--- src/sv/cpsc_pkg.sv ---
`timescale 1ns / 1ps
package cpsc_pkg;

  localparam int MaxFileBytes = 4194304;
  localparam int RegistryEntries = 16;
  localparam int RegistryMax = 16;

  typedef struct packed {
    logic [7:0] in_byte;
    logic       last;
  } in_item_t;

  typedef struct packed {
    logic               kind;
    logic [31:0]        tag;
    logic [22:0]        packet_size;
    logic [21:0]        packet_offset;
    logic [3:0]         status;
    logic signed [31:0] level_id;
    logic signed [31:0] health;
    logic signed [31:0] mode_field;
    logic signed [31:0] death_count;
    logic               final_res;
  } out_item_t;

  typedef enum logic [2:0] {
    PH_ENV  = 3'd0,
    PH_HEAD = 3'd1,
    PH_BODY = 3'd2,
    PH_SENT = 3'd3,
    PH_HALT = 3'd4
  } phase_t;

  typedef enum logic [3:0] {
    ST_OK        = 4'd0,
    ST_SHORT     = 4'd1,
    ST_SIZE      = 4'd2,
    ST_CHECKSUM  = 4'd3,
    ST_NO_SAVE   = 4'd4,
    ST_TRUNC     = 4'd5,
    ST_UNKNOWN   = 4'd6,
    ST_PKT_SIZE  = 4'd7,
    ST_NO_SEND   = 4'd8,
    ST_NO_GAME   = 4'd9,
    ST_LEVEL     = 4'd10,
    ST_HEALTH    = 4'd11
  } status_t;

  localparam logic [31:0] TagSave = 32'h45564153;
  localparam logic [31:0] TagSend = 32'h444e4553;
  localparam logic [31:0] TagGame = 32'h454d4147;

  function automatic logic [31:0] reg_tag(input int i);
    logic [31:0] t;
    case (i)
      0: t = 32'h4f4d4544;
      1: t = 32'h444e4544;
      2: t = 32'h5359454b;
      3: t = 32'h45544152;
      4: t = 32'h45564153;
      5: t = 32'h444e4553;
      6: t = 32'h454d4147;
      7: t = 32'h424d4854;
      8: t = 32'h45524f4d;
      9: t = 32'h59414c50;
      10: t = 32'h504d4144;
      11: t = 32'h454d4143;
      12: t = 32'h4e455241;
      13: t = 32'h45494c41;
      14: t = 32'h444e4146;
      15: t = 32'h4c4c5542;
      default: t = 32'h0;
    endcase
    return t;
  endfunction

  function automatic logic [31:0] reg_size(input int i);
    logic [31:0] s;
    case (i)
      2: s = 32'd20;
      3: s = 32'd4;
      4: s = 32'd2;
      6: s = 32'd24;
      7: s = 32'd3648;
      8: s = 32'd52;
      9: s = 32'd239;
      10: s = 32'd724;
      11: s = 32'd200;
      12: s = 32'd1126;
      13: s = 32'd814;
      14: s = 32'd72;
      15: s = 32'd252;
      default: s = 32'd0;
    endcase
    return s;
  endfunction

endpackage

--- src/sv/cpsc_core.sv ---
`timescale 1ns / 1ps
module cpsc_core #(
  parameter int MAX_FILE_BYTES = 4194304,
  parameter int REGISTRY_ENTRIES = 16
) (
  input  logic             clk,
  input  logic             rst_n,
  input  logic             strict,
  input  logic             step,
  input  cpsc_pkg::in_item_t  item,
  output logic             rec_v,
  output cpsc_pkg::out_item_t rec,
  output logic             fin_v,
  output cpsc_pkg::out_item_t fin
);
  import cpsc_pkg::*;

  localparam int CW = $clog2(MAX_FILE_BYTES + 2);
  localparam int SW = $clog2(MAX_FILE_BYTES + 1);
  localparam int NREG = (REGISTRY_ENTRIES < RegistryMax) ? REGISTRY_ENTRIES : RegistryMax;
  localparam logic [CW-1:0] MaxB = CW'(MAX_FILE_BYTES);

  logic [CW-1:0] cnt_r, cnt_nxt;
  logic [31:0] size_r, size_nxt, ssum_r, ssum_nxt, rsum_r, rsum_nxt;
  logic [7:0] key_r, key_nxt, kstep_r, kstep_nxt;
  logic [63:0] hdr_r, hdr_nxt;
  logic [SW-1:0] left_r, left_nxt;
  phase_t ph_r, ph_nxt;
  logic [3:0] err_r, err_nxt;
  logic [2:0] fl_r, fl_nxt;
  logic [31:0] gw_r [4];
  logic [31:0] gw_nxt [4];

  logic [CW-1:0] idx;
  logic [7:0] b, p;
  logic [31:0] tag, szw;
  logic [SW-1:0] cap, pos;
  logic [21:0] soff;
  logic hit, bad_sz, body_cnt;
  logic [31:0] lvl, hp;

  always_comb begin
    cnt_nxt = cnt_r; size_nxt = size_r; ssum_nxt = ssum_r; rsum_nxt = rsum_r;
    key_nxt = key_r; kstep_nxt = kstep_r; hdr_nxt = hdr_r; left_nxt = left_r;
    ph_nxt = ph_r; err_nxt = err_r; fl_nxt = fl_r;
    for (int k = 0; k < 4; k++) gw_nxt[k] = gw_r[k];
    rec_v = 1'b0; rec = '0; fin_v = 1'b0; fin = '0;
    idx = cnt_r; b = item.in_byte; p = b;
    tag = '0; szw = '0; cap = '0; pos = '0; hit = 1'b0; bad_sz = 1'b0;
    body_cnt = 1'b0; lvl = '0; hp = '0;
    soff = 22'(idx - CW'(8));
    if (step) begin
      if (idx < MaxB) begin
        if (idx < CW'(4)) size_nxt[8*idx[1:0] +: 8] = b;
        else if (idx < CW'(8)) ssum_nxt[8*idx[1:0] +: 8] = b;
        else rsum_nxt = rsum_r + 32'(b);
        if (idx == CW'(16)) key_nxt = b;
        if (idx == CW'(17)) kstep_nxt = b;
        if (idx >= CW'(18)) begin
          p = b ^ key_r;
          key_nxt = key_r + kstep_r;
        end
        if (idx >= CW'(8)) begin
          if (ph_r == PH_ENV || ph_r == PH_HEAD) begin
            hdr_nxt = {p, hdr_r[63:8]};
            if (ph_r == PH_ENV) left_nxt = SW'(7);
            else left_nxt = left_r - SW'(1);
            ph_nxt = PH_HEAD;
            if (left_nxt == '0) begin
              tag = hdr_nxt[31:0]; szw = hdr_nxt[63:32];
              cap = (szw > 32'(MAX_FILE_BYTES)) ? SW'(MAX_FILE_BYTES) : SW'(szw);
              if (soff == 22'd7 && (tag != TagSave || szw != 32'd2)) begin
                err_nxt = ST_NO_SAVE; ph_nxt = PH_HALT;
              end else begin
                for (int i = NREG - 1; i >= 0; i--)
                  if (reg_tag(i) == tag) begin
                    hit = 1'b1; bad_sz = (szw != reg_size(i));
                  end
                if (!hit) err_nxt = ST_UNKNOWN;
                else if (strict && bad_sz) err_nxt = ST_PKT_SIZE;
                fl_nxt[2] = (tag == TagGame) && !fl_r[0];
                left_nxt = cap;
                if (cap != '0) ph_nxt = PH_BODY;
                else body_cnt = 1'b1;
              end
            end
          end else if (ph_r == PH_BODY) begin
            tag = hdr_r[31:0]; szw = hdr_r[63:32];
            cap = (szw > 32'(MAX_FILE_BYTES)) ? SW'(MAX_FILE_BYTES) : SW'(szw);
            if (fl_r[2]) begin
              pos = cap - left_r;
              if (pos < SW'(4)) gw_nxt[0][8*pos[1:0] +: 8] = p;
              else if (pos < SW'(8)) gw_nxt[1][8*pos[1:0] +: 8] = p;
              else if (pos >= SW'(12) && pos < SW'(16)) gw_nxt[2][8*pos[1:0] +: 8] = p;
              else if (pos >= SW'(16) && pos < SW'(20)) gw_nxt[3][8*pos[1:0] +: 8] = p;
            end
            left_nxt = left_r - SW'(1);
            if (left_nxt == '0) body_cnt = 1'b1;
          end else if (ph_r == PH_SENT) begin
            err_nxt = ST_TRUNC; ph_nxt = PH_HALT;
          end
          if (body_cnt) begin
            if (err_nxt != '0) ph_nxt = PH_HALT;
            else begin
              rec_v = 1'b1;
              rec.tag = tag;
              rec.packet_size = 23'(cap);
              rec.packet_offset = 22'(soff + 22'd1 - 22'd8 - 22'(cap));
              if (fl_nxt[2]) begin
                fl_nxt[0] = 1'b1;
                if (cap < SW'(24)) fl_nxt[1] = 1'b1;
                fl_nxt[2] = 1'b0;
              end
              if (tag == TagSend) ph_nxt = PH_SENT;
              else begin
                ph_nxt = PH_HEAD; left_nxt = SW'(8);
              end
            end
          end
        end
        cnt_nxt = idx + CW'(1);
      end else begin
        cnt_nxt = MaxB + CW'(1);
      end
      if (item.last) begin
        fin_v = 1'b1;
        fin.kind = 1'b1; fin.final_res = 1'b1;
        fin.mode_field = gw_nxt[0]; fin.level_id = gw_nxt[1];
        fin.health = gw_nxt[2]; fin.death_count = gw_nxt[3];
        lvl = gw_nxt[1]; hp = gw_nxt[2];
        if (cnt_nxt < CW'(18) || cnt_nxt > MaxB) fin.status = ST_SHORT;
        else if (size_nxt != 32'(cnt_nxt)) fin.status = ST_SIZE;
        else if (ssum_nxt != rsum_nxt) fin.status = ST_CHECKSUM;
        else if (ph_nxt == PH_HALT) fin.status = err_nxt;
        else if (ph_nxt == PH_BODY) fin.status = ST_TRUNC;
        else if (ph_nxt != PH_SENT) fin.status = ST_NO_SEND;
        else if (!fl_nxt[0]) fin.status = ST_NO_GAME;
        else if (fl_nxt[1]) fin.status = ST_PKT_SIZE;
        else if ($signed(lvl) < 0 || $signed(lvl) >= 6) fin.status = ST_LEVEL;
        else if ($signed(hp) < 1 || $signed(hp) > 150) fin.status = ST_HEALTH;
        else fin.status = ST_OK;
        cnt_nxt = '0; size_nxt = '0; ssum_nxt = '0; rsum_nxt = '0;
        key_nxt = '0; kstep_nxt = '0; hdr_nxt = '0; left_nxt = '0;
        ph_nxt = PH_ENV; err_nxt = '0; fl_nxt = '0;
        for (int k = 0; k < 4; k++) gw_nxt[k] = '0;
      end
    end
  end

  always_ff @(posedge clk) begin
    if (!rst_n) begin
      cnt_r <= '0; size_r <= '0; ssum_r <= '0; rsum_r <= '0;
      key_r <= '0; kstep_r <= '0; hdr_r <= '0; left_r <= '0;
      ph_r <= PH_ENV; err_r <= '0; fl_r <= '0;
      for (int k = 0; k < 4; k++) gw_r[k] <= '0;
    end else begin
      cnt_r <= cnt_nxt; size_r <= size_nxt; ssum_r <= ssum_nxt; rsum_r <= rsum_nxt;
      key_r <= key_nxt; kstep_r <= kstep_nxt; hdr_r <= hdr_nxt; left_r <= left_nxt;
      ph_r <= ph_nxt; err_r <= err_nxt; fl_r <= fl_nxt;
      for (int k = 0; k < 4; k++) gw_r[k] <= gw_nxt[k];
    end
  end
endmodule

--- src/sv/cpsc_outq.sv ---
`timescale 1ns / 1ps
module cpsc_outq (
  input  logic                clk,
  input  logic                rst_n,
  input  logic                rec_v,
  input  cpsc_pkg::out_item_t rec,
  input  logic                fin_v,
  input  cpsc_pkg::out_item_t fin,
  output logic                room,
  output logic                out_valid,
  input  logic                out_ready,
  output cpsc_pkg::out_item_t out_data
);
  import cpsc_pkg::*;

  // four-entry fifo; a transaction pushes up to two results
  out_item_t q_r [4];
  logic [1:0] rd_r, wr_r;
  logic [2:0] cnt_r, cnt_nxt;
  logic pop;
  logic [1:0] npush;

  assign pop = out_valid && out_ready;
  assign npush = 2'(rec_v) + 2'(fin_v);
  assign cnt_nxt = cnt_r + 3'(npush) - 3'(pop);
  assign room = (cnt_r - 3'(pop)) <= 3'd2;
  assign out_valid = cnt_r != '0;
  assign out_data = q_r[rd_r];

  always_ff @(posedge clk) begin
    if (rec_v) q_r[wr_r] <= rec;
    if (fin_v) q_r[wr_r + 2'(rec_v)] <= fin;
  end

  always_ff @(posedge clk) begin
    if (!rst_n) begin
      rd_r <= '0; wr_r <= '0; cnt_r <= '0;
    end else begin
      rd_r <= rd_r + 2'(pop);
      wr_r <= wr_r + npush;
      cnt_r <= cnt_nxt;
    end
  end
endmodule

--- src/sv/cipher_packet_stream_checker_top.sv ---
`timescale 1ns / 1ps
// channel  ports                            dir
// input    in_valid/in_ready/in_data        in
// result   out_valid/out_ready/out_data     out
// config   cfg_we/cfg_wdata (strict_sizes)  in
// one byte per cycle; each byte is processed in the cycle it is accepted and
// its results land in a four-entry output fifo, visible the next cycle.
// in_ready drops only when the fifo cannot take two more results.
// rst_n is synchronous; strict_sizes resets to 1.
module cipher_packet_stream_checker_top #(
  parameter int MAX_FILE_BYTES = cpsc_pkg::MaxFileBytes,
  parameter int REGISTRY_ENTRIES = cpsc_pkg::RegistryEntries
) (
  input  logic                clk,
  input  logic                rst_n,
  input  logic                in_valid,
  output logic                in_ready,
  input  cpsc_pkg::in_item_t  in_data,
  output logic                out_valid,
  input  logic                out_ready,
  output cpsc_pkg::out_item_t out_data,
  input  logic                cfg_we,
  input  logic                cfg_wdata
);
  import cpsc_pkg::*;

  logic strict_r;
  logic rec_v, fin_v, room;
  out_item_t rec, fin;

  always_ff @(posedge clk) begin
    if (!rst_n) strict_r <= 1'b1;
    else if (cfg_we) strict_r <= cfg_wdata;
  end

  assign in_ready = room;

  cpsc_core #(
    .MAX_FILE_BYTES(MAX_FILE_BYTES),
    .REGISTRY_ENTRIES(REGISTRY_ENTRIES)
  ) u_core (
    .clk(clk), .rst_n(rst_n), .strict(strict_r),
    .step(in_valid && room), .item(in_data),
    .rec_v(rec_v), .rec(rec), .fin_v(fin_v), .fin(fin)
  );

  cpsc_outq u_outq (
    .clk(clk), .rst_n(rst_n), .rec_v(rec_v), .rec(rec),
    .fin_v(fin_v), .fin(fin), .room(room),
    .out_valid(out_valid), .out_ready(out_ready), .out_data(out_data)
  );
endmodule

--- config.mk ---
export PLATFORM = sky130hd
export DESIGN_NAME = cipher_packet_stream_checker_top
export DESIGN_NICKNAME = d
export VERILOG_FILES = /design/src/sv/cpsc_pkg.sv /design/src/sv/cpsc_core.sv /design/src/sv/cpsc_outq.sv /design/src/sv/cipher_packet_stream_checker_top.sv
export SDC_FILE = /design/constraint.sdc
export NUM_CORES = 2
export LEC_CHECK = 0
export ABC_AREA = 0
export ABC_CLOCK_PERIOD_IN_PS = 11100
export BUFFER_PORTS_ARGS = -buffer_cell sky130_fd_sc_hd__buf_2
export CAP_MARGIN = 5
export CORE_ASPECT_RATIO = 1.5
export CORE_UTILIZATION = 63
export CTS_CLUSTER_DIAMETER = 30
export DETAILED_ROUTE_END_ITERATION = 8
export PLACE_DENSITY_LB_ADDON = 0.25
export REMOVE_ABC_BUFFERS = 1
export SETUP_SLACK_MARGIN = 0.3
export SLEW_MARGIN = 0
export SYNTH_ARGS = -nofsm -noshare
export SYNTH_HDL_FRONTEND = slang
export SYNTH_SLANG_ARGS = --single-unit
--- constraint.sdc ---
create_clock -name clk -period 11.1 [get_ports clk]
set_input_delay 1.11 -clock clk [delete_from_list [all_inputs] [get_ports clk]]
set_output_delay 1.11 -clock clk [all_outputs]
set_load 0.05 [all_outputs]
==> results.toml <==
[timing]
max_freq_ghz = 0.1148
finalCritPeriodShare_pct = 78.50
clock-skew-final_ps = 70.12
hold_viol = 0
period_needed_ps = 8713
setup-tns-final_ps = 0
tightestPinTransition_ps = 1465
setup_viol = 0
finalMaxSlewViolations = 0
rsz0062_at_grt = "false"
slew_headroom_pct = 2.015

[pwr]
p_seq_share_pct = 37.4
p_clk_share_pct = 41.8
power.total_mw = 13.10
leakage_nw = 23.20
powerDensity_nw_per_um2 = 189.8
p_sw_mw = 4.294
vdd_drop_max_mv = 0.2345
intPower_mw = 8.809
p_sw_share_pct = 32.77
pwr-share-comb_pct = 20.9

[setup_path]
path_buf_inv = 4
cp_max_fo = 60
cp.required_ps = 11570
crit_end = "u_outq.q_r[0][10]"
critPathArrivalTime_ps = 9190
cp-start-kind = "flip-flop"
slowest_delay_ps = 1180
critPathKind = "flip-flop to flip-flop"
path_delay_family = "simple AND/OR/NAND/NOR gates"
cp_num_cells = 19
ff2ff_path_depth = 19
rr_startpoint = "u_core.cnt_r[0]"
r2r_slack_ps = 2390
r2r_end = "u_outq.q_r[0][10]"
critPathLaunch = "u_core.cnt_r[0]"
path_cells = "inv_1, ha_1, a311oi_1, nand3_1, o21ai_0, a22oi_1, and2_1, a41oi_1, o21ai_0, nor3_1, o2111ai_1, buf_4, or3_1, inv_1, ha_1, nor2_1, nand3_4, nand2_4, buf_4"
end_kind = "flip-flop"
worst_path_max_delay_cell = "nand2_4"

[synth]
synth-main-ff-cell = "dfxtp_1"
ys_top_cells_by_area = "edfxtp_1 (26%), dfxtp_1 (22%), mux4_2 (7.7%)"
synth_area_per_cell_um2 = 9.638
yosysTopAreaCell = "edfxtp_1"
post-synth-top-area-fraction_pct = 26.08
ys_seq_area_share_pct = 48.17
async_flop_share_pct = 0
synth_area_um2 = 61260
synth-seq-cells = 1208
yosys_warnings = 0
yosys.cell_types.count = 102
synth_edf_count = 532
synthCells = 6356

[floorplan]
die_area_um2 = 98520
io_pins = 228
core_um2 = 96000
rows = 139
initial_core_util_pct = 63.81
die_h_um = 383.9
die_x_um = 256.6

[cts]
cts_root_buf = "clkbuf_16"
numCtsBuffers = 169
insertion_delay_ps = 810
clock_sinks = 1208
path_clk_slew_ps = 50
post-cts-setup-buffer-count = 0
clock_path_buffers = 3
htreeDepth = 4
hold_buffers = 0
cts_resized = 0
cts_tree = "done"

[layout]
nets = 6499
layout-area-overhead-vs-synth_pct = 12.66
fin_util_pct = 71.89
drive_above_1_share_pct = 14.06
fill_cells = 6950

[grt]
antenna_found_initial = 2
overflow = 0
grt_max_degree = 110
grt_pass1_wl_um = 295000
grt.total_usage_pct = 38.82
grt_pass1_vias = 50130

[drt]
dr.pass1.iters = 6
ant_nets = 0
avgViaCountPerCell = 6.624
wl_met2_um = 94230
met1_length_um = 71150
met3_length_um = 17860
drt_wl_total_um = 194800
vias = 51600
dr.max_layer_used = "met5"
drt_iter0_drc = 5532
drc = 0
routedWlPerCell_um = 25.01

[flow_run]
cap_violations = 0

[placed_design]
port_buffers = 227
dpl.hpwl_um = 125900
place_congestion = 1.004

[outcome]
outcome = "finished, final reports clean"

[min_path]
hold_path.class = "flip-flop to flip-flop"
## state kept, by name, indices dropped and copies added, names as in the netlist
signal	cells
u_outq.q_r	840
u_core.gw_r	128
u_core.hdr_r	64
u_outq.wr_r	2
u_outq.rd_r	2
u_core.ssum_r	32
u_core.cnt_r	23
u_core.err_r	4
u_core.left_r	23
u_outq.cnt_r	3
u_core.key_r	8
u_core.ph_r	3
u_core.fl_r	3
u_core.kstep_r	8
u_core.rsum_r	32
strict_r	1
u_core.size_r	32
## through the flow
| stage | hold slack [ps] | cell area, µm² | setup slack [ps] | instances |
|---|---|---|---|---|
| floorplan | 423.3 | 59460 | -400.9 | 5885 |
| CTS | 448.1 | 69010 | 2586 | 7790 |
| global route | 460.3 | 69010 | 1926 | 7790 |
| detailed placement | 439.8 | 63190 | 2591 | 7476 |
| global placement | 433.4 | 63190 | 2741 | 7476 |
| finish | 447.6 | 69020 | 2387 | 7791 |
## power groups by stage
stage / Combinational, mW / Clock, mW / Sequential [mW]
6_report: 2.73 / 5.47 / 4.90
5_1_grt: 2.84 / 5.67 / 4.91
4_1_cts: 2.72 / 5.48 / 4.90
3_5_place_dp: 2.71 / 0 / 4.99
3_3_place_gp: 2.70 / 0 / 4.97
2_1_floorplan: 1.92 / 0 / 5.11
## kinds of logic after synthesis
family,after synthesis,share of synthesized area (%)
and+or+nand+nor,2689,20.44
AOI/OAI and AO/OA,1216,12.61
DFF,1208,48.17
buffers and inverters,590,3.662
muxes,364,10.25
xor gates and xnor gates,183,2.639
adders and majority gates,106,2.226
## how the worst min path moves through the flow
stage                             startpoint            endpoint  slack, ps  cells past startpoint
after floorplan              u_core.err_r[3]     u_core.err_r[3]        420                      2
after global placement       u_core.err_r[3]     u_core.err_r[3]        430                      2
after detailed placement  u_outq.q_r[2][188]  u_outq.q_r[2][188]        440                      2
after CTS                 u_outq.q_r[2][192]  u_outq.q_r[2][192]        450                      2
after global routing      u_outq.q_r[1][208]  u_outq.q_r[1][208]        460                      2
final                     u_outq.q_r[0][209]  u_outq.q_r[0][209]        450                      2
## area by class of cell
cell class	instances	area (µm²)	share of cell area [%]
repair buffers	322	1908	2.765
flip-flops and latches	1208	29520	42.77
inverters	119	446.7	0.6472
clock buffers	198	4563	6.612
multi-input cells	4558	29730	43.07
diodes	1	2.502	0.003626
well taps	1269	1588	2.301
clock inverters	116	1266	1.835
## placed cells by master, fill, tap and decap left out, types with 23 or more instances in the layout
| cell | synthesis | final |
|---|---|---|
| clkbuf_16 | 0 | 173 |
| inv_1 | 113 | 113 |
| nor4_1 | 65 | 57 |
| nand4_1 | 59 | 59 |
| mux2i_1 | 148 | 148 |
| a21oi_1 | 482 | 482 |
| mux4_2 | 210 | 210 |
| xor2_1 | 58 | 58 |
| a22o_1 | 50 | 50 |
| nand3_1 | 103 | 101 |
| dfxtp_1 | 676 | 674 |
| nand2b_1 | 24 | 23 |
| a22oi_1 | 185 | 185 |
| or3_1 | 38 | 38 |
| ha_1 | 101 | 101 |
| nor2b_1 | 300 | 300 |
| buf_2 | 8 | 226 |
| edfxtp_1 | 532 | 532 |
| nand2_1 | 943 | 936 |
| nor3_1 | 107 | 98 |
| o21ai_0 | 159 | 159 |
| a21o_1 | 26 | 26 |
| a32oi_1 | 59 | 59 |
| buf_4 | 3 | 91 |
| a21boi_0 | 43 | 43 |
| and2_1 | 82 | 81 |
| xnor2_1 | 124 | 124 |
| and3_1 | 49 | 49 |
| nor2_1 | 789 | 786 |
## worst register-to-register path: cells and delay by family, from the launching register on
family / cells / cell delay, ps
AOI/OAI and AO/OA: 6 / 1720
adders and majority gates: 2 / 590
buffers and inverters: 4 / 1180
DFF: 1 / 720
and+or+nand+nor: 7 / 4190
## cell usage after synthesis, drive strengths merged, types with 117 or more instances
cell	number
clkbuf	422
nor2	790
xnor2	124
a21oi	482
dfxtp	676
edfxtp	532
nor2b	300
o21ai	181
a22oi	185
mux4	210
nand2	944
inv	117
mux2i	149
## routing by layer
| metal | GRT usage, % | vias to the layer above |
|---|---|---|
| met1 | 47.55 | 25130 |
| met5 | 0 | - |
| li1 | - | 22810 |
| met3 | 7.047 | 665 |
| met4 | 22.64 | 2 |
| met2 | 64.36 | 3000 |
(Power assumes the default switching activity.)
